===== src/wpm_pkg.sv =====
// Types and constants shared by the wildcard pattern matcher.
`default_nettype none
package wpm_pkg;

  localparam logic [7:0] STAR_BYTE  = 8'h2A;
  localparam logic [7:0] QMARK_BYTE = 8'h3F;

  typedef enum logic [1:0] {
    MODE_PATTERN = 2'd0,
    MODE_TEXT    = 2'd1,
    MODE_END     = 2'd2,
    MODE_CLEAR   = 2'd3
  } mode_t;

  typedef struct packed {
    mode_t       mode;
    logic [7:0]  char_value;
  } item_t;

  typedef struct packed {
    logic matched;
    logic pattern_overflow;
  } result_t;

endpackage
`default_nettype wire


===== src/wildcard_pattern_matcher_core.sv =====
// Wildcard pattern matcher core: pattern store, reach vector and handshake stages.
//
//  channel  | signals                          | moves
//  ---------+----------------------------------+------------------------------------
//  item     | item_valid, item_ready, item     | mode + char_value, one per transaction
//  result   | result_valid, result_ready, result | matched + pattern_overflow, on end
//
// Cycles: one item per clock sustained while no end-of-text item is held
// back. A transaction lands in the item register when it is accepted; applying
// it updates the state and, for end of text, loads the result register, from
// which the result is offered.
// Reset: synchronous rst empties the pattern, clears overflow and arms the
// reach vector at position zero; no clearing pass, the store needs none.
// Stalls: an end-of-text item sits in the item register while the previous
// result is pending and not taken that cycle, and input waits behind it;
// other modes never wait on the result side.
`default_nettype none
module wildcard_pattern_matcher_core #(
  parameter int MAX_PATTERN = 32
) (
  input  wire                clk,
  input  wire                rst,
  input  wire                item_valid,
  output logic               item_ready,
  input  wpm_pkg::item_t     item,
  output logic               result_valid,
  input  wire                result_ready,
  output wpm_pkg::result_t   result
);
  import wpm_pkg::*;

  // pattern_length counts 0..MAX_PATTERN inclusive
  localparam int LEN_W = $clog2(MAX_PATTERN + 1);
  // levels of the prefix network that closes the reach vector over stars
  localparam int LVL = (LEN_W < 1) ? 1 : LEN_W;

  // ---------------------------------------------------------------------
  // Item register
  // ---------------------------------------------------------------------
  logic  stage_valid;
  item_t item_q;
  logic  is_end;
  logic  advance;

  assign is_end  = (item_q.mode == MODE_END);
  // only end of text produces a result, so only it can be held back
  assign advance = stage_valid && (!is_end || !result_valid || result_ready);
  assign item_ready = !stage_valid || advance;

  always_ff @(posedge clk) begin
    if (rst) begin
      stage_valid <= 1'b0;
    end else if (item_ready) begin
      stage_valid <= item_valid;
    end
  end

  always_ff @(posedge clk) begin
    if (item_ready && item_valid) begin
      item_q <= item;
    end
  end

  // ---------------------------------------------------------------------
  // Pattern state
  // ---------------------------------------------------------------------
  logic [7:0]             store [MAX_PATTERN];
  logic [LEN_W-1:0]       pattern_length;
  logic [MAX_PATTERN-1:0] active;        // thermometer: entries below length
  logic [MAX_PATTERN:0]   reach;
  logic                   overflow_flag;

  logic                   has_room;
  logic                   wr_en;
  logic [MAX_PATTERN-1:0] star_cur;
  logic [MAX_PATTERN-1:0] star_next;
  logic [MAX_PATTERN-1:0] active_next;
  logic [MAX_PATTERN-1:0] star_eff;
  logic [LEN_W-1:0]       pattern_length_next;
  logic                   overflow_flag_next;
  logic [MAX_PATTERN:0]   seed;
  logic [MAX_PATTERN:0]   reach_next;

  assign has_room = (pattern_length != LEN_W'(MAX_PATTERN));
  assign wr_en    = advance && (item_q.mode == MODE_PATTERN) && has_room;

  // per-entry decode of the store; entries at or above length are don't-care
  always_comb begin
    for (int k = 0; k < MAX_PATTERN; k++) begin
      star_cur[k]  = (store[k] == STAR_BYTE);
      star_next[k] = star_cur[k];
      if ((item_q.mode == MODE_PATTERN) && has_room && (pattern_length == LEN_W'(k))) begin
        star_next[k] = (item_q.char_value == STAR_BYTE);
      end
    end
  end

  // next length / overflow / occupancy, and the vector to be star-closed
  always_comb begin
    pattern_length_next = pattern_length;
    overflow_flag_next  = overflow_flag;
    active_next         = active;
    seed                = '0;
    seed[0]             = 1'b1;
    case (item_q.mode)
      MODE_PATTERN: begin
        if (has_room) begin
          pattern_length_next = pattern_length + LEN_W'(1);
          active_next         = (active << 1) | MAX_PATTERN'(1);
        end else begin
          overflow_flag_next = 1'b1;
        end
      end
      MODE_TEXT: begin
        // one text byte: stars hold their position, literals and '?' step
        seed = '0;
        for (int k = 0; k < MAX_PATTERN; k++) begin
          if (reach[k] && active[k]) begin
            if (star_cur[k]) begin
              seed[k] = 1'b1;
            end else if ((store[k] == QMARK_BYTE) || (store[k] == item_q.char_value)) begin
              seed[k+1] = 1'b1;
            end
          end
        end
      end
      MODE_END: begin
        // rearm only
      end
      MODE_CLEAR: begin
        pattern_length_next = '0;
        overflow_flag_next  = 1'b0;
        active_next         = '0;
      end
      default: begin
      end
    endcase
  end

  assign star_eff = star_next & active_next;

  // Star closure as a carry-style prefix: a reachable star makes the next
  // position reachable, which may be another star, and so on. Generate is
  // the seed, propagate into position j is a star at j-1.
  always_comb begin
    logic [MAX_PATTERN:0] g [LVL+1];
    logic [MAX_PATTERN:0] p [LVL+1];
    g[0] = seed;
    p[0] = {star_eff, 1'b0};
    for (int l = 0; l < LVL; l++) begin
      for (int j = 0; j <= MAX_PATTERN; j++) begin
        if (j >= (1 << l)) begin
          g[l+1][j] = g[l][j] | (p[l][j] & g[l][j-(1<<l)]);
          p[l+1][j] = p[l][j] & p[l][j-(1<<l)];
        end else begin
          g[l+1][j] = g[l][j];
          p[l+1][j] = p[l][j];
        end
      end
    end
    reach_next = g[LVL];
  end

  always_ff @(posedge clk) begin
    if (rst) begin
      pattern_length <= '0;
      active         <= '0;
      overflow_flag  <= 1'b0;
      reach          <= {{MAX_PATTERN{1'b0}}, 1'b1};
    end else if (advance) begin
      pattern_length <= pattern_length_next;
      active         <= active_next;
      overflow_flag  <= overflow_flag_next;
      reach          <= reach_next;
    end
  end

  // pattern bytes, written once each at their own slot
  for (genvar k = 0; k < MAX_PATTERN; k++) begin : g_store
    always_ff @(posedge clk) begin
      if (wr_en && (pattern_length == LEN_W'(k))) begin
        store[k] <= item_q.char_value;
      end
    end
  end

  // ---------------------------------------------------------------------
  // Result register
  // ---------------------------------------------------------------------
  always_ff @(posedge clk) begin
    if (rst) begin
      result_valid <= 1'b0;
    end else if (advance && is_end) begin
      result_valid <= 1'b1;
    end else if (result_ready) begin
      result_valid <= 1'b0;
    end
  end

  always_ff @(posedge clk) begin
    if (advance && is_end) begin
      result.matched          <= reach[pattern_length];
      result.pattern_overflow <= overflow_flag;
    end
  end

  // ---------------------------------------------------------------------
  // Assertions
  // ---------------------------------------------------------------------
  a_len_bound: assert property (@(posedge clk) disable iff (rst)
    pattern_length <= LEN_W'(MAX_PATTERN))
    else $error("pattern length beyond store");

  a_active_len: assert property (@(posedge clk) disable iff (rst)
    $countones(active) == int'(pattern_length))
    else $error("occupancy mask out of step with pattern length");

  a_reach_in_range: assert property (@(posedge clk) disable iff (rst)
    (reach & ~{active, 1'b1}) == '0)
    else $error("reach vector set past end of pattern");

  a_overflow_full: assert property (@(posedge clk) disable iff (rst)
    overflow_flag |-> (pattern_length == LEN_W'(MAX_PATTERN)))
    else $error("overflow flagged with room in store");

  a_result_hold: assert property (@(posedge clk) disable iff (rst)
    (result_valid && !result_ready) |=> (result_valid && $stable(result)))
    else $error("pending result dropped or changed");

endmodule
`default_nettype wire


===== config.mk =====
export PLATFORM = sky130hd
export DESIGN_NAME = wildcard_pattern_matcher_core
export DESIGN_NICKNAME = d
export VERILOG_FILES = /design/src/wpm_pkg.sv /design/src/wildcard_pattern_matcher_core.sv
export SDC_FILE = /design/constraint.sdc
export NUM_CORES = 1
export LEC_CHECK = 0
export BUFFER_PORTS_ARGS = -buffer_cell sky130_fd_sc_hd__buf_2
export CAP_MARGIN = 0
export CORE_MARGIN = 4
export CORE_UTILIZATION = 58
export CTS_CLUSTER_DIAMETER = 40
export DETAILED_ROUTE_END_ITERATION = 8
export PLACE_DENSITY_LB_ADDON = 0.1
export SYNTH_ARGS = -nofsm -noshare
export SYNTH_HDL_FRONTEND = slang
export SYNTH_SLANG_ARGS = --single-unit

===== constraint.sdc =====
create_clock -name clk -period 4.6 [get_ports clk]
set_clock_uncertainty 0.2 [all_clocks]
set_input_delay 0.46 -clock clk [delete_from_list [all_inputs] [get_ports clk]]
set_output_delay 0.46 -clock clk [all_outputs]
set_load 0.005 [all_outputs]

==> summary.md, run 1 <==
| Metric | Value |
|---|---|
| Clock sink count | `342` |
| Ratio of final minimum period to clock period | `between 90% and 100%` |
| Area contributors post-synth | `edfxtp_1, dfxtp_1, xor2_1` |
| Minimum clock period | `4380 ps` |
| Vias/cell | `6.60` |
| Most used cell along the critical path | `or4_1` |
| Row count | `66` |
| CP Data Required Time | `4860 ps` |
| Worst slew pin tran | `933 ps` |
| Setup ws final | `between 200 and 250 ps` |
| Post-route ant nets | `0` |
| Synth cell types | `87` |
| Ports | `18` |
| Seq cells post-synth | `342` |
| Share of the synthesized area in the top cell type | `approximately two fifths` |
| Post-route DRC | `0` |
| GR Overflow Total | `0` |
| First-pass GRT wire length | `88800 um` |
| Critical path launch point type | `flop` |
| Worst-path cell chain | `nor4bb_1, nand2_1, mux2_2, or4_1, or2_0, or4_1, a311oi_1, a21oi_1, o41ai_1` |
| CP endpoint kind | `flop` |
| Clock latency on the worst-skew pair | `about 580 ps` |
| Share of layout cells above drive strength 1 | `12.5%` |
| Register area share after synthesis | `a little under 50%` |
| Area leader, netlist | `edfxtp_1` |
| Peak VDD IR | `between 0.0003 and 0.0004 V` |
| Async set-reset flop share out of synthesis | `0%` |
| Total core area | `0.0327 mm2` |
| Post-Route WL | `56900 um` |
| Cells after Synth | `1859` |
| I/O Buffers | `17` |
| Starting Density | `59.0%` |
| Setup TNS | `0 ps` |
| Final hold violations | `0` |
| Place WS | `304 ps` |
| Via count | `between 15000 and 20000` |
| Hold Path Stages | `4` |
| GP Congestion | `1.03` |
| Critical path arrival | `4640 ps` |
| Leakage | `0.00704 uW` |
| Hold WC Path Type | `in -> reg` |
| Total nets after synthesis | `1881` |
| Initial antenna violation count | `0` |
| Status | `finished, final reports clean` |
| CTS Buf Count | `47` |
| Vias in the first global route | `15531` |
| Synthesized area per cell | `10.4 um2` |
| Yosys warns | `0` |
| Drt pass-1 iters | `6` |
| Synth Cell Area | `between 0.015 and 0.02 mm2` |
| Slowest cell on the critical path | `or4_1` |
| Final setup fails | `0` |
| Routed wire length per instance | `23.7 um` |
| TritonCTS clock tree | `yes` |
| Crit Path Category | `reg -> reg` |
| Pins Over Slew Limit | `0` |
| Maximum root-to-sink buffer count | `3` |
| Die X | `190 um` |
| Largest net degree at the start of global routing | `between 60 and 70` |
| Pwr dens | `343 mW/mm2` |
| Nets | `1944` |
| FF-to-FF path depth | `9` |
| Clk slew on worst S/H paths | `50 ps` |
| Dpl hpwl | `39200 um` |
| Antenna fix cells | `0` |
| Number of flops mapped to enable cells by yosys | `268` |
| H-tree depth | `2` |
| Area Overhead vs Synth | `13.6%` |
| Most frequent cells in the layout | `edfxtp_1, nor2_1, xor2_1` |
| Most common cell after layout, fill and taps aside | `edfxtp_1` |
| Die area | `approximately 0.036 mm2` |
| Die Y | `190 um` |
| Root Driver | `clkbuf_16` |
| Most used DFF post-synth | `edfxtp_1` |
| Slew margin rel. | `36.9%` |
| FMAX | `228 MHz` |
| Unrepaired setup endpoints after global routing | `no` |
| 1st-iter DRT viols | `1563` |
| GRT Resource Usage Total | `31.4%` |
| Worst path max stage delay | `roughly 600 ps` |
| CP Max Fanout | `9` |
| Max-Cap Viols | `0` |
## what timing repair did
item                       in CTS  in global routing
hold endpoints to repair       11                  0
hold buffers                   11                  0
buffers inserted                0                  0
setup endpoints to repair       0                  1
resized for setup               0                  1
## synth_stat cells (13+ instances only)
| cell type | number |
|---|---|
| and3_1 | 25 |
| inv_1 | 14 |
| nor4_1 | 61 |
| nand2_1 | 150 |
| a22oi_1 | 20 |
| buf_1 | 22 |
| dfxtp_1 | 74 |
| nor2_1 | 178 |
| a211oi_1 | 37 |
| or4b_2 | 13 |
| or3_1 | 26 |
| nand3_1 | 75 |
| edfxtp_1 | 268 |
| xor2_1 | 166 |
| o211ai_1 | 17 |
| clkbuf_1 | 61 |
| nor4b_1 | 15 |
| and2_1 | 14 |
| nand4_1 | 55 |
| a21oi_1 | 73 |
| nor3_1 | 54 |
| o21ai_0 | 45 |
| mux2i_1 | 20 |
| or4_1 | 16 |
| xnor2_1 | 93 |
| a31oi_1 | 21 |
## report_power, final
group | total (uW) | switching, uW | internal (uW)
combinational | 453 | 300 | 153
sequential | 3400 | 37.9 | 3360
clock | 3680 | 1450 | 2230
total | 7530 | 1780 | 5740
## final timing paths
check                 from  slack [ps]      endpoint
max reg2reg      item_q[1]         220     reach[23]
max              item_q[1]         220     reach[23]
min           result_ready          40  result_valid
min reg2reg  overflow_flag         270     result[0]
## state kept, by name, indices dropped and copies added, names as in the netlist
register        flops
active             32
item_q             10
overflow_flag       1
pattern_length      6
reach              33
result              2
result_valid        1
stage_valid         1
store             256
## worst max-delay path, delay by kind of cell (launching register included)
kind               cells  cell delay (ps)
muxes                  1              420
and+or+nand+nor        5             2360
AOI/OAI and AO/OA      3              800
DFF                    1              490
## cells by family (layout without fill, tap and decap cells)
logic type	count (synthesis)	in the layout	share of synthesized area, %
AOI/OAI and AO/OA	338	338	12.3
xor gates and xnor gates	259	259	11.8
adders and majority gates	8	8	0.519
buffers and inverters	112	214	2.33
DFF	342	342	49.4
muxes	39	39	2.73
and+or+nand+nor	761	761	21.0
## through the flow
stage / hold WS [ps] / instance area [um2] / utilization, % / total power (uW) / std cells
final: 40.2 / 21900 / 67.0 / 7530 / 2403
after global routing: 50.2 / 21900 / 67.0 / 7740 / 2403
after CTS: 21.9 / 21900 / 67.0 / 7560 / 2403
after detailed placement: 251 / 20200 / 61.8 / 3890 / 2304
after global placement: 251 / 20200 / 61.8 / 3890 / 2304
after floorplan: 209 / 19300 / - / 3740 / 1859
## per-layer routing
| metal | wire [um] | track usage, % | part of all wire, % | vias to the layer above |
|---|---|---|---|---|
| met4 | 2150 | 12.0 | 3.8 | 0 |
| met2 | 25600 | 48.9 | 45 | 759 |
| met3 | 5110 | 6.55 | 9.0 | 139 |
| met5 | 0 | 0 | 0 | - |
| met1 | 24000 | 43.6 | 42 | 7743 |
| li1 | - | - | - | 7212 |
## area by class of cell
class	count	area, um2
Fill cell	2537	10800
Clock inverter	34	369
Inverter	16	60.1
Sequential cell	342	9530
Tap cell	442	553
Multi-Input combinational cell	1405	9330
Timing Repair Buffer	110	861
Clock buffer	54	1220
Power figures use the tool's default switching activity.
==> run 2, diff against run 1 <==
--- a/config.mk
+++ b/config.mk
@@ -11,6 +11,7 @@
 export CORE_UTILIZATION = 58
 export CTS_CLUSTER_DIAMETER = 40
 export DETAILED_ROUTE_END_ITERATION = 8
+export MAX_ROUTING_LAYER = met4
 export PLACE_DENSITY_LB_ADDON = 0.1
 export SYNTH_ARGS = -nofsm -noshare
 export SYNTH_HDL_FRONTEND = slang
==> run 2 against run 1 <==
  * Critical path type unchanged
  * Global-route usage is 0.58 points higher
  * Hold slack hardly changed
  * Sequential power hardly changed
  * Combinational power hardly changed
  * Highest routed layer unchanged
  * Via count is 1.2% lower
  * Largest power group unchanged
  * Register-to-register slack better by 110 ps
  * Total power is 1.4% lower
  * Sequential share of layout area is 0.14 points higher
  * Clock-buffer cell count stayed put
  * Cell count is 0.17% lower
  * Die area stayed put
==> summary.md, run 2 (synthesis results as in run 1) <==
| Metric | Value |
|---|---|
| Status | `finished, final reports clean` |
| Drt pass-1 iters | `6 (unchanged)` |
| Initial antenna violation count | `0 (unchanged)` |
| Hold Slack | `40.3 ps (+0.0882 ps)` |
| Most common cell after layout, fill and taps aside | `edfxtp_1` |
| Gate power share | `6.1% (about the same)` |
| Final hold violations | `0 (unchanged)` |
| Hold WC Path Type | `in -> reg` |
| CTS Buf Count | `46 (-2.1%)` |
| Dpl cells | `2304 (unchanged)` |
| Largest reg by FF count | `store` |
| Most used cell along the critical path | `or4_1` |
| Ports | `18 (unchanged)` |
| Clock sink count | `342 (unchanged)` |
| GP Congestion | `1.04 (+1.1%)` |
| Setup TNS | `0 ps (unchanged)` |
| Largest net degree at the start of global routing | `68 (unchanged)` |
| Reg power frac | `45.8% (+0.7 points)` |
| Int Pwr | `5700 uW (-0.71%)` |
| Place WS | `369 ps (+64.5 ps)` |
| Most frequent cells in the layout | `edfxtp_1, nor2_1, xor2_1` |
| Dpl hpwl | `39400 um (+0.57%)` |
| First-pass GRT wire length | `87900 um (-0.98%)` |
| TritonCTS clock tree | `yes` |
| Routed wire length per instance | `23.7 um (+0.19%)` |
| Sw Share | `23.2% (-0.55 points)` |
| Root Driver | `clkbuf_16` |
| 1st-iter DRT viols | `1567 (+0.26%)` |
| Critical path launch point type | `flop` |
| FMAX | `234 MHz (+2.5%)` |
| I/O Buffers | `17 (unchanged)` |
| Crit Path Category | `reg -> reg` |
| Ratio of final minimum period to clock period | `92.8% (-2.3 points)` |
| CP endpoint kind | `flop` |
| GRT Resource Usage Total | `32.0% (+0.58 points)` |
| Worst path max stage delay | `610 ps (about the same)` |
| Grt peak-use layer | `met2` |
| Switching power | `1720 uW (-3.7%)` |
| Die area | `0.0363 mm2 (unchanged)` |
| Antenna fix cells | `0 (unchanged)` |
| Met1 GRT Util | `44.4% (+0.84 points)` |
| Slew margin rel. | `41.6% (+4.7 points)` |
| Post-route DRC | `0 (unchanged)` |
| Setup ws final | `330 ps (+107 ps)` |
| Post-Route WL | `56900 um (about the same)` |
| Largest regs | `store (256), reach (33), active (32)` |
| Via count | `15668 (-1.2%)` |
| CP Data Required Time | `4870 ps (about the same)` |
| Clk slew on worst S/H paths | `50 ps (about the same)` |
| Area Overhead vs Synth | `13.2%` |
| Row count | `66 (unchanged)` |
| Starting Density | `59.0% (unchanged)` |
| Post-CTS sizing | `0 (unchanged)` |
| Routing usage on met3 | `4.98% (-1.6 points)` |
| H-tree depth | `2 (unchanged)` |
| Share of layout cells above drive strength 1 | `12.2% (-0.38 points)` |
| Hold Path Stages | `4 (unchanged)` |
| FF-to-FF path depth | `11 (+2)` |
| Unrepaired setup endpoints after global routing | `no` |
| Vias/cell | `6.53 (-1.0%)` |
| Pins Over Slew Limit | `0 (unchanged)` |
| Peak VDD IR | `0.000343 V (+2.0%)` |
| Pwr dens | `340 mW/mm2 (-1.1%)` |
| Vias in the first global route | `15038 (-3.2%)` |
| Max-Cap Viols | `0 (unchanged)` |
| Leakage | `0.00701 uW (-0.51%)` |
| Critical path arrival | `4540 ps (-100 ps)` |
| CP Max Fanout | `10 (+1)` |
| Die Y | `190 um (unchanged)` |
| Final std cells w/o fill | `2399 (-0.17%)` |
| Clock latency on the worst-skew pair | `570 ps (about the same)` |
| Slowest cell on the critical path | `or4_1` |
| Worst-path cell chain | `inv_1, ha_1, or3b_1, nor2_1, mux2_2, or4_1, or2_0, or4_1, a311oi_1, a21oi_1, o41ai_1` |
| Max FFs per register | `256 (unchanged)` |
| Worst slew pin tran | `876 ps (-57.2 ps)` |
| M2 GR Usage | `48.2% (-0.67 points)` |
| Minimum clock period | `4270 ps (-107 ps)` |
| Maximum root-to-sink buffer count | `3 (unchanged)` |
| Final setup fails | `0 (unchanged)` |
| GR Overflow Total | `0 (unchanged)` |
| Clock Power Share | `48.1% (-0.7 points)` |
| Total core area | `0.0327 mm2 (unchanged)` |
| Post-route ant nets | `0 (unchanged)` |
| Die X | `190 um (unchanged)` |
| Nets | `1943 (-0.051%)` |
run 2: cell type report:
type,instances,area (um2)
Fill cell,2625,10900
Tap cell,442,553
Multi-Input combinational cell,1405,9320
Timing Repair Buffer,110,848
Clock inverter,30,324
Clock buffer,54,1210
Inverter,16,60.1
Sequential cell,342,9530
run 2: final timing paths:
| kind | start | to | slack [ps] |
|---|---|---|---|
| max reg2reg | item_q[8] | reach[23] | 330 |
| min | result_ready | result_valid | 40 |
| max | item_q[8] | reach[23] | 330 |
| min reg2reg | overflow_flag | result[0] | 260 |
run 2: per-stage QoR:
stage / power [uW] / instance area [um2] / util [%]
2_1_floorplan: 3740 / 19300 / -
3_3_place_gp: 3890 / 20200 / 61.8
3_5_place_dp: 3900 / 20200 / 61.8
4_1_cts: 7460 / 21800 / 66.8
5_1_grt: 7650 / 21800 / 66.8
6_report: 7420 / 21800 / 66.8
run 2: what timing repair did:
item,in CTS,in global routing
setup endpoints to repair,0,0
hold endpoints to repair,11,0
buffers inserted,0,0
hold buffers,11,0
run 2: power groups by stage:
stage	registers (uW)	clock network, uW	logic, uW
final	3400	3570	450
after global routing	3400	3770	482
after CTS	3400	3620	443
after detailed placement	3460	0	434
after global placement	3460	0	426
after floorplan	3460	0	280
run 2: routing by layer:
metal  vias to the layer above  share of wire (%)
met5                         -                  0
met4                         0                3.5
met3                       123                8.5
met2                       712                 45
met1                      7624                 43
li1                       7209                  -
run 2: worst max-delay path: cells and delay by family (launching register included):
| family | cells | cell delay (ps) |
|---|---|---|
| fa+ha+maj | 1 | 350 |
| mux | 1 | 350 |
| compound gates | 3 | 720 |
| flops | 1 | 420 |
| buf+inv | 1 | 110 |
| simple gates | 5 | 2010 |
